`src/rtl/plt_pkg.sv`:
```
// ----------------------------------------------------------------------------
// plt_pkg: shared types and constants of the peer liveness probe table
// Beat structs, slot record, request and result codes, saturating time add.
// ----------------------------------------------------------------------------
package plt_pkg;

    localparam int ENTRIES   = 16;
    localparam int ID_BITS   = 64;
    localparam int TIME_BITS = 48;
    localparam int IDX_W     = $clog2(ENTRIES);
    localparam int CNT_W     = $clog2(ENTRIES + 1);
    localparam int SUM_W     = ((TIME_BITS > 32) ? TIME_BITS : 32) + 1;
    localparam int REM_CW    = $clog2(TIME_BITS + 1);

    localparam logic [31:0] IVL_RST = 32'd1000;
    localparam logic [31:0] TMO_RST = 32'd3000;

    localparam logic REG_IVL = 1'b0;
    localparam logic REG_TMO = 1'b1;

    localparam logic [2:0] REQ_ADMIT      = 3'd0;
    localparam logic [2:0] REQ_DISCONNECT = 3'd1;
    localparam logic [2:0] REQ_ACK        = 3'd2;
    localparam logic [2:0] REQ_CHECK      = 3'd3;
    localparam logic [2:0] REQ_TICK       = 3'd4;

    localparam logic [1:0] KIND_REPLY    = 2'd0;
    localparam logic [1:0] KIND_PROBE    = 2'd1;
    localparam logic [1:0] KIND_TIMEOUT  = 2'd2;
    localparam logic [1:0] KIND_TICK_END = 2'd3;

    typedef struct packed {
        logic [2:0]  req_type;
        logic [63:0] node_id;
        logic [63:0] conn_id;
        logic [63:0] probe_tag;
        logic [47:0] now;
    } t_in_beat;

    typedef struct packed {
        logic [1:0]  kind;
        logic        ok;
        logic [63:0] out_node;
        logic [63:0] out_conn;
        logic [63:0] out_probe;
        logic        last;
        logic [4:0]  peer_count;
        logic [47:0] next_due;
        logic        next_due_valid;
    } t_out_beat;

    typedef struct packed {
        logic valid;
        logic pending;
        logic ev_to;
        logic ev_probe;
    } t_slot_ctl;

    typedef struct packed {
        logic [ID_BITS-1:0]   node;
        logic [ID_BITS-1:0]   conn;
        logic [TIME_BITS-1:0] deadline;
        logic [TIME_BITS-1:0] probe_due;
        logic [ID_BITS-1:0]   pending_id;
    } t_slot_dat;

    typedef struct packed {
        t_slot_ctl ctl;
        t_slot_dat dat;
    } t_slot;

    typedef enum logic [2:0] {
        ST_IDLE,
        ST_SCAN,
        ST_DIV,
        ST_APPLY,
        ST_REPLY,
        ST_EMIT,
        ST_END
    } t_state;

    function automatic logic [TIME_BITS-1:0] sat_add(input logic [TIME_BITS-1:0] a,
                                                      input logic [31:0] b);
        logic [SUM_W-1:0] s;
        s = SUM_W'(a) + SUM_W'(b);
        if (s > SUM_W'({TIME_BITS{1'b1}})) begin
            return {TIME_BITS{1'b1}};
        end
        return TIME_BITS'(s);
    endfunction

endpackage

```
`src/rtl/plt_cell.sv`:
```
// ----------------------------------------------------------------------------
// plt_cell: one slot of the peer table ring
// Holds one slot record and takes its neighbor's record on each shift.
// ----------------------------------------------------------------------------
module plt_cell (
    input  logic           i_clk,
    input  logic           i_rst_n,
    input  logic           i_shift,
    input  plt_pkg::t_slot i_rec,
    output plt_pkg::t_slot o_rec
);
    import plt_pkg::*;

    t_slot_ctl r_ctl;
    t_slot_dat r_dat;

    always_ff @(posedge i_clk) begin
        if (!i_rst_n) begin
            r_ctl <= '0;
        end else if (i_shift) begin
            r_ctl <= i_rec.ctl;
        end
    end

    always_ff @(posedge i_clk) begin
        if (i_shift) begin
            r_dat <= i_rec.dat;
        end
    end

    assign o_rec = '{ctl: r_ctl, dat: r_dat};

endmodule

```
`src/rtl/plt_rem.sv`:
```
// ----------------------------------------------------------------------------
// plt_rem: bit-serial remainder unit
// Restoring division, one numerator bit per cycle; returns the remainder.
// ----------------------------------------------------------------------------
module plt_rem (
    input  logic                          i_clk,
    input  logic                          i_rst_n,
    input  logic                          i_start,
    input  logic [plt_pkg::TIME_BITS-1:0] i_num,
    input  logic [31:0]                   i_den,
    output logic                          o_done,
    output logic [31:0]                   o_rem
);
    import plt_pkg::*;

    logic              r_busy;
    logic [REM_CW-1:0] r_cnt;
    logic [31:0]       r_rem;
    logic [31:0]       r_den;
    logic [TIME_BITS-1:0] r_num;
    logic [32:0]       t;
    logic              ge;

    assign t  = {r_rem, r_num[TIME_BITS-1]};
    assign ge = t >= {1'b0, r_den};

    always_ff @(posedge i_clk) begin
        if (!i_rst_n) begin
            r_busy <= 1'b0;
        end else if (i_start) begin
            r_busy <= 1'b1;
        end else if (r_busy && r_cnt == '0) begin
            r_busy <= 1'b0;
        end
    end

    always_ff @(posedge i_clk) begin
        if (i_start) begin
            r_cnt <= REM_CW'(TIME_BITS);
            r_rem <= '0;
            r_num <= i_num;
            r_den <= i_den;
        end else if (r_busy && r_cnt != '0) begin
            r_cnt <= r_cnt - 1'b1;
            r_rem <= ge ? 32'(t - {1'b0, r_den}) : 32'(t);
            r_num <= r_num << 1;
        end
    end

    assign o_done = r_busy && r_cnt == '0;
    assign o_rem  = r_rem;

endmodule

```
`src/rtl/peer_liveness_probe_table_top.sv`:
```
// ----------------------------------------------------------------------------
// peer_liveness_probe_table_top: keepalive and heartbeat timeout table
// Ring of slot cells walked by a head sequencer, with APB register port.
// ----------------------------------------------------------------------------
// Requests enter on i_in_valid/o_in_ready as one beat; results leave on
// o_out_valid/i_out_ready. Admit, disconnect, acknowledge and check give one
// reply beat; a tick gives one beat per timed-out or probed peer in slot
// order, then a tick end beat. The last beat of a request has last set.
// The slot records sit in a ring of cells that rotates past a head unit.
// A request takes two full turns of the ring, a scan turn and then an
// apply or emit turn, before its reply or tick end beat. During the scan
// of a tick the ring waits at each peer whose probe is due while the
// bit-serial remainder unit runs; the emit turn gives the result beats.
// The output register lets the next request be taken while a reply waits.
// When the receiver stalls, the ring holds during the result turn.
// Reset empties the table, clears the probe counter and loads the
// register defaults (interval 1000, timeout 3000); it is synchronous.
// Registers: probe interval at 0x0, peer timeout at 0x4, written with
// psel, penable and pwrite high; pready is always high.
// ----------------------------------------------------------------------------
module peer_liveness_probe_table_top (
    input  logic              i_clk,
    input  logic              i_rst_n,
    input  logic              i_in_valid,
    output logic              o_in_ready,
    input  plt_pkg::t_in_beat i_in_data,
    output logic              o_out_valid,
    input  logic              i_out_ready,
    output plt_pkg::t_out_beat o_out_data,
    input  logic              psel,
    input  logic              penable,
    input  logic              pwrite,
    input  logic [2:0]        paddr,
    input  logic [31:0]       pwdata,
    output logic [31:0]       prdata,
    output logic              pready
);
    import plt_pkg::*;

    t_state    r_state, n_state;
    t_in_beat  r_req;
    logic [IDX_W-1:0] r_idx, n_idx;
    logic      r_match_hit, n_match_hit;
    logic [IDX_W-1:0] r_match_idx, n_match_idx;
    logic      r_free_hit, n_free_hit;
    logic [IDX_W-1:0] r_free_idx, n_free_idx;
    logic      r_ok, n_ok;
    logic [CNT_W-1:0] r_count, n_count;
    logic [TIME_BITS-1:0] r_due, n_due;
    logic      r_due_ok, n_due_ok;
    logic [ID_BITS-1:0] r_pcnt, n_pcnt;
    logic [31:0] r_ivl_ms, r_tmo_ms;
    logic      r_out_valid;
    t_out_beat r_out;

    t_slot     chain [ENTRIES];
    t_slot     h, wb;
    logic      shift, agg, rem_start, rem_done, out_load, can_load;
    logic [31:0] rem, iv;
    t_out_beat out_beat;

    logic [ID_BITS-1:0]   q_node, q_conn, q_pid, new_id;
    logic [TIME_BITS-1:0] q_now, c_due;
    logic [IDX_W-1:0]     adm_tgt;
    logic                 adm_ok, last_slot;

    // configuration
    always_ff @(posedge i_clk) begin
        if (!i_rst_n) begin
            r_ivl_ms <= IVL_RST;
            r_tmo_ms <= TMO_RST;
        end else if (psel && penable && pwrite) begin
            if (paddr[2] == REG_IVL) begin
                r_ivl_ms <= pwdata;
            end else begin
                r_tmo_ms <= pwdata;
            end
        end
    end

    assign pready = 1'b1;
    assign prdata = (paddr[2] == REG_TMO) ? r_tmo_ms : r_ivl_ms;
    assign iv     = (r_ivl_ms == '0) ? 32'd1 : r_ivl_ms;

    // slot ring
    for (genvar k = 0; k < ENTRIES; k++) begin : g_cell
        if (k == ENTRIES - 1) begin : g_tail
            plt_cell u_cell (
                .i_clk   (i_clk),
                .i_rst_n (i_rst_n),
                .i_shift (shift),
                .i_rec   (wb),
                .o_rec   (chain[k])
            );
        end else begin : g_body
            plt_cell u_cell (
                .i_clk   (i_clk),
                .i_rst_n (i_rst_n),
                .i_shift (shift),
                .i_rec   (chain[k+1]),
                .o_rec   (chain[k])
            );
        end
    end

    assign h = chain[0];

    plt_rem u_rem (
        .i_clk   (i_clk),
        .i_rst_n (i_rst_n),
        .i_start (rem_start),
        .i_num   (q_now - h.dat.probe_due),
        .i_den   (iv),
        .o_done  (rem_done),
        .o_rem   (rem)
    );

    assign q_node    = r_req.node_id[ID_BITS-1:0];
    assign q_conn    = r_req.conn_id[ID_BITS-1:0];
    assign q_pid     = r_req.probe_tag[ID_BITS-1:0];
    assign q_now     = r_req.now[TIME_BITS-1:0];
    assign adm_ok    = q_node != '0 && q_conn != '0 && (r_match_hit || r_free_hit);
    assign adm_tgt   = r_match_hit ? r_match_idx : r_free_idx;
    assign last_slot = r_idx == IDX_W'(ENTRIES - 1);
    assign new_id    = (r_pcnt == '0) ? ID_BITS'(1) : r_pcnt;
    assign can_load  = !r_out_valid || i_out_ready;
    assign c_due     = (wb.dat.deadline < wb.dat.probe_due) ? wb.dat.deadline
                                                             : wb.dat.probe_due;

    always_ff @(posedge i_clk) begin
        if (!i_rst_n) begin
            r_state     <= ST_IDLE;
            r_pcnt      <= '0;
            r_out_valid <= 1'b0;
        end else begin
            r_state <= n_state;
            r_pcnt  <= n_pcnt;
            if (out_load) begin
                r_out_valid <= 1'b1;
            end else if (i_out_ready) begin
                r_out_valid <= 1'b0;
            end
        end
    end

    always_ff @(posedge i_clk) begin
        if (r_state == ST_IDLE && i_in_valid) begin
            r_req <= i_in_data;
        end
        if (out_load) begin
            r_out <= out_beat;
        end
        r_idx       <= n_idx;
        r_match_hit <= n_match_hit;
        r_match_idx <= n_match_idx;
        r_free_hit  <= n_free_hit;
        r_free_idx  <= n_free_idx;
        r_ok        <= n_ok;
        r_count     <= n_count;
        r_due       <= n_due;
        r_due_ok    <= n_due_ok;
    end

    always_comb begin
        n_state     = r_state;
        n_idx       = r_idx;
        n_match_hit = r_match_hit;
        n_match_idx = r_match_idx;
        n_free_hit  = r_free_hit;
        n_free_idx  = r_free_idx;
        n_ok        = r_ok;
        n_count     = r_count;
        n_due       = r_due;
        n_due_ok    = r_due_ok;
        n_pcnt      = r_pcnt;
        wb          = h;
        wb.ctl.ev_to    = 1'b0;
        wb.ctl.ev_probe = 1'b0;
        shift       = 1'b0;
        agg         = 1'b0;
        rem_start   = 1'b0;
        out_load    = 1'b0;
        out_beat    = '0;
        out_beat.ok             = 1'b1;
        out_beat.peer_count     = 5'(r_count);
        out_beat.next_due       = 48'(r_due);
        out_beat.next_due_valid = r_due_ok;

        unique case (r_state)
            ST_IDLE: begin
                if (i_in_valid) begin
                    n_state     = ST_SCAN;
                    n_idx       = '0;
                    n_match_hit = 1'b0;
                    n_free_hit  = 1'b0;
                    n_ok        = 1'b0;
                    n_count     = '0;
                    n_due       = '0;
                    n_due_ok    = 1'b0;
                end
            end
            ST_SCAN: begin
                if (r_req.req_type == REQ_TICK) begin
                    if (h.ctl.valid && h.dat.deadline <= q_now) begin
                        wb.ctl.valid = 1'b0;
                        wb.ctl.ev_to = 1'b1;
                        shift        = 1'b1;
                    end else if (h.ctl.valid && h.dat.probe_due <= q_now) begin
                        rem_start = 1'b1;
                        n_state   = ST_DIV;
                    end else begin
                        shift = 1'b1;
                        agg   = 1'b1;
                    end
                end else begin
                    shift = 1'b1;
                    if (h.ctl.valid && h.dat.node == q_node && !r_match_hit) begin
                        n_match_hit = 1'b1;
                        n_match_idx = r_idx;
                    end
                    if (!h.ctl.valid && !r_free_hit) begin
                        n_free_hit = 1'b1;
                        n_free_idx = r_idx;
                    end
                end
                if (shift) begin
                    n_idx = r_idx + 1'b1;
                    if (last_slot) begin
                        n_idx   = '0;
                        n_state = (r_req.req_type == REQ_TICK) ? ST_EMIT : ST_APPLY;
                    end
                end
            end
            ST_DIV: begin
                if (rem_done) begin
                    if (!h.ctl.pending) begin
                        wb.ctl.pending    = 1'b1;
                        wb.dat.pending_id = new_id;
                        n_pcnt            = new_id + 1'b1;
                    end
                    wb.dat.probe_due = sat_add(q_now - TIME_BITS'(rem), iv);
                    wb.ctl.ev_probe  = 1'b1;
                    shift   = 1'b1;
                    agg     = 1'b1;
                    n_idx   = r_idx + 1'b1;
                    n_state = ST_SCAN;
                    if (last_slot) begin
                        n_idx   = '0;
                        n_state = ST_EMIT;
                    end
                end
            end
            ST_APPLY: begin
                shift = 1'b1;
                agg   = 1'b1;
                unique case (r_req.req_type)
                    REQ_ADMIT: begin
                        if (adm_ok && r_idx == adm_tgt) begin
                            wb.ctl.valid      = 1'b1;
                            wb.ctl.pending    = 1'b0;
                            wb.dat.node       = q_node;
                            wb.dat.conn       = q_conn;
                            wb.dat.deadline   = sat_add(q_now, r_tmo_ms);
                            wb.dat.probe_due  = sat_add(q_now, iv);
                            wb.dat.pending_id = '0;
                            n_ok              = 1'b1;
                        end
                    end
                    REQ_DISCONNECT: begin
                        if (r_match_hit && r_idx == r_match_idx && h.dat.conn == q_conn) begin
                            wb.ctl.valid = 1'b0;
                            n_ok         = 1'b1;
                        end
                    end
                    REQ_ACK: begin
                        if (r_match_hit && r_idx == r_match_idx && h.dat.conn == q_conn
                            && h.ctl.pending && h.dat.pending_id == q_pid) begin
                            wb.ctl.pending  = 1'b0;
                            wb.dat.deadline = sat_add(q_now, r_tmo_ms);
                            n_ok            = 1'b1;
                        end
                    end
                    REQ_CHECK: begin
                        if (q_pid != '0 && r_match_hit && r_idx == r_match_idx
                            && h.dat.conn == q_conn) begin
                            n_ok = 1'b1;
                        end
                    end
                    default: begin
                    end
                endcase
                n_idx = r_idx + 1'b1;
                if (last_slot) begin
                    n_idx   = '0;
                    n_state = ST_REPLY;
                end
            end
            ST_REPLY: begin
                out_beat.kind = KIND_REPLY;
                out_beat.ok   = r_ok;
                out_beat.last = 1'b1;
                if (r_req.req_type == REQ_CHECK && r_ok) begin
                    out_beat.out_node  = 64'(q_node);
                    out_beat.out_conn  = 64'(q_conn);
                    out_beat.out_probe = 64'(q_pid);
                end
                if (can_load) begin
                    out_load = 1'b1;
                    n_state  = ST_IDLE;
                end
            end
            ST_EMIT: begin
                out_beat.kind     = h.ctl.ev_to ? KIND_TIMEOUT : KIND_PROBE;
                out_beat.out_node = 64'(h.dat.node);
                if (h.ctl.ev_probe) begin
                    out_beat.out_conn  = 64'(h.dat.conn);
                    out_beat.out_probe = 64'(h.dat.pending_id);
                end
                if (h.ctl.ev_to || h.ctl.ev_probe) begin
                    out_load = can_load;
                    shift    = can_load;
                end else begin
                    shift = 1'b1;
                end
                if (shift) begin
                    n_idx = r_idx + 1'b1;
                    if (last_slot) begin
                        n_idx   = '0;
                        n_state = ST_END;
                    end
                end
            end
            ST_END: begin
                out_beat.kind = KIND_TICK_END;
                out_beat.last = 1'b1;
                if (can_load) begin
                    out_load = 1'b1;
                    n_state  = ST_IDLE;
                end
            end
            default: begin
                n_state = ST_IDLE;
            end
        endcase

        if (agg && wb.ctl.valid) begin
            n_count = r_count + 1'b1;
            if (!r_due_ok || c_due < r_due) begin
                n_due    = c_due;
                n_due_ok = 1'b1;
            end
        end
    end

    assign o_in_ready  = r_state == ST_IDLE;
    assign o_out_valid = r_out_valid;
    assign o_out_data  = r_out;

    a_count_range: assert property (@(posedge i_clk) disable iff (!i_rst_n)
        o_out_valid |-> o_out_data.peer_count <= 5'(ENTRIES))
        else $error("peer count above table size");

    a_due_valid: assert property (@(posedge i_clk) disable iff (!i_rst_n)
        o_out_valid |-> (o_out_data.next_due_valid == (o_out_data.peer_count != '0)))
        else $error("next_due_valid disagrees with peer count");

    a_rem_state: assert property (@(posedge i_clk) disable iff (!i_rst_n)
        rem_done |-> r_state == ST_DIV)
        else $error("remainder done outside probe update");

    a_accept_scan: assert property (@(posedge i_clk) disable iff (!i_rst_n)
        (i_in_valid && o_in_ready) |=> r_state == ST_SCAN)
        else $error("accepted beat did not start a scan");

endmodule

```
`config.mk`:
```
export PLATFORM = sky130hd
export DESIGN_NAME = peer_liveness_probe_table_top
export DESIGN_NICKNAME = d
export VERILOG_FILES = /design/src/rtl/plt_pkg.sv /design/src/rtl/plt_cell.sv /design/src/rtl/plt_rem.sv /design/src/rtl/peer_liveness_probe_table_top.sv
export SDC_FILE = /design/constraint.sdc
export NUM_CORES = 2
export LEC_CHECK = 0
export CAP_MARGIN = 30
export CORE_AREA = 2 2 721 723
export CTS_CLUSTER_DIAMETER = 60
export DETAILED_ROUTE_END_ITERATION = 10
export DIE_AREA = 0 0 723 725
export DONT_BUFFER_PORTS = 1
export SYNTH_ARGS = -nofsm -noshare
export SYNTH_HDL_FRONTEND = slang
export SYNTH_HIERARCHICAL = 1
export SYNTH_SLANG_ARGS = --single-unit
```
`constraint.sdc`:
```
create_clock -name i_clk -period 340.1 [get_ports i_clk]
set_input_delay 17.005 -clock i_clk [delete_from_list [all_inputs] [get_ports i_clk]]
set_output_delay 17.005 -clock i_clk [all_outputs]
set_load 0.05 [all_outputs]
```
==> out/metrics.cfg <==
[sta]
period_share_pct = 10.3
rsz0062_at_grt = no
maxSlewViolCount = 0
max_freq_ghz = 0.0285
slew_headroom_pct = 22.4
period_needed_ns = 35.11
worst_pin_slew_ns = 1.16
finClkSkew_ns = 0.0920
fin_setup_tns_ns = 0
hold_viol_final = 0
timing.final.ws_setup_ns = 304.99
setup_viol = 0

[power]
p_int_mw = 1.15
p_sw_mw = 0.316
leakage_nw = 76.3
cellPowerDensity_nw_per_um2 = 6.58
p_comb_share_pct = 4.4
pwr-share-clk_pct = 40.2
switching_share_pct = 21.5
total_power_mw = 1.47
p_seq_share_pct = 55.3
peakVddDrop_v = 0.00000522

[clock_network]
cts-root-buf = clkbuf_16
cts_buffer_depth = 4
clock_latency_ns = 1.06
ctsResizeCount = 0
cts_max_level = 6
postCtsSetupRepairBufs = 0
cts_inserted_buffers = 544
cts_tree = yes
clkSinkCount = 5485
path_clk_slew_ns = 0.06
hold_buffers = 0

[global_route]
grt_max_degree = 214
grt-ovfl-total = 0
grt_usage_pct = 16.0
grt_antenna_before_repair = 93
grt_pass1_wl_mm = 610
first_global_vias = 87000

[placement]
pre_cts_slack_ns = 305.00
dp_hpwl_mm = 300
port_buffers = 0
place_congestion = 0.914
place_inst = 17500

[yosys]
ys_warn_count = 6
yosys-top-cells-area = edfxtp_1, dfxtp_1, ha_1
yosysTopAreaCell = edfxtp_1
synthTopCellsByCount = edfxtp_1, nand2_1, inv_1
synth-seq-area-share_pct = 82.7
ys_ff_latch = 5485
syn_area_um2 = 196000
synthArstFlopShare_pct = 0
yosysMostFrequentCell = edfxtp_1
avgSynthCellArea_um2 = 18.3
synth_top_area_share_pct = 79.8
synth_edf_count = 5201
yosysUniqueCellTypes = 99
syn-num-nets = 11400
synthFlopType = edfxtp_1
syn_inst = 10700

[critical_path]
slowest_stage = o21ai_1
worstPathCellList = o21ai_1, buf_4
worst-setup-path-type = in -> out
cp_data_arrival_time_ns = 18.10
crit_path_start_kind = input port
end_kind = primary output
cpLargestDelayFamily = compound AO/OA/AOI/OAI gates
max_stage_delay_ns = 0.71
crit_fanout = 36
crit_buf_inv = 1
cp_data_required_time_ns = 323.10

[finish]
n_fill_cell = 44800
drive_above_1_share_pct = 10.3
multi_input_comb_area_um2 = 31300
nets = 11800
final_cells = 18600
final_core_util_pct = 43.2
regArea_um2 = 162000
syn_to_final_growth_pct = 14.0

[die]
dieHeight_um = 725
placementRows = 264
coreArea_um2 = 516000
ios = 570
initial_core_util_pct = 37.9
die_area_um2 = 524000
die_x_um = 723

[drt]
routed_wl_mm = 436
wl_per_cell_um = 23.5
dr.first_iter.drc_count = 10200
drc = 0
viasPerCell = 5.03
routed-via-count = 93400
dr.pass1.iters = 7
final_antenna_net_count = 0

[run_status]
status = completed

[run]
cap_viol_max_count = 0

[min_path]
min_path_type = reg -> reg

==> final cells by class <==
cell class	count	area share, %
flip-flops and latches	5485	72.6
multi-input cells	4553	14.0
clock buffers	676	6.44
well taps	6916	3.88
clock inverters	301	1.49
repair buffers	217	0.930
inverters	379	0.641
diodes	23	0.0258
==> cells by family (layout without fill, tap and decap cells) <==
group	count (synthesis)	in the layout	share of synthesized area, %
xor gates and xnor gates	444	444	1.99
buffers and inverters	674	1573	1.42
and+or+nand+nor	1937	1937	4.75
AOI/OAI and AO/OA	1558	1558	5.38
adders and majority gates	360	360	2.32
DFF	5485	5485	82.7
muxes	253	253	1.44
other	1	24	0.00192
==> layer usage <==
layer	up-vias	part of all wire, %	track usage (%)
li1	42300	-	-
met1	47200	46	23.7
met5	-	0.038	0
met3	786	6.9	3.22
met4	24	3.2	4.72
met2	3057	44	23.7
==> cells in the final DEF, fill, tap and decap left out, drive strengths merged, types with 116 or more instances in the layout <==
cell type and n:
ha 354, edfxtp 5201, nor2b 116, a22o 191, nor2 298, nor4 137, clkbuf 676, a21oi 354
nand3 121, o21ai 304, inv 413, buf 216, mux2 144, a21o 158, dfxtp 284, xnor2 251
xor2 193, clkinv 208, nand2 794
==> worst paths after layout <==
kind	cells after the start	to	start	slack, ns
setup / recovery	2	prdata[1]	paddr[2]	304.99
hold / removal	0	g_cell[6].g_body.u_cell/o_rec[246]	g_cell[7].g_body.u_cell/o_rec[246]	0.38
setup reg to reg	55	r_due[45]	q_now[0]	325.80
hold reg to reg	0	g_cell[6].g_body.u_cell/o_rec[246]	g_cell[7].g_body.u_cell/o_rec[246]	0.38
==> power groups by stage <==
| stage | registers (mW) | clock network, mW | logic [mW] |
|---|---|---|---|
| floorplan | 1.02 | 0 | 0.0453 |
| global placement | 0.824 | 0 | 0.0632 |
| detailed placement | 0.826 | 0 | 0.0643 |
| CTS | 0.812 | 0.605 | 0.0646 |
| global route | 0.815 | 0.631 | 0.0706 |
| finish | 0.812 | 0.590 | 0.0647 |
==> sequential cells by signal, indices dropped and copies added (netlist names), 64 cells and up <==
name,count
o_out_data,250
g_cell.g_body.u_cell/o_rec,4380
q_node,64
g_cell.g_tail.u_cell/o_rec,292
r_pcnt,64
q_conn,64
q_pid,64
==> per-stage QoR <==
step	cell area, um^2	hold slack [ns]
after floorplan	196000	0.400
after global placement	205000	0.400
after detailed placement	205000	0.405
after CTS	223000	0.380
after global routing	223000	0.398
final	223000	0.381
No activity file was read; power rests on OpenSTA's default activity.
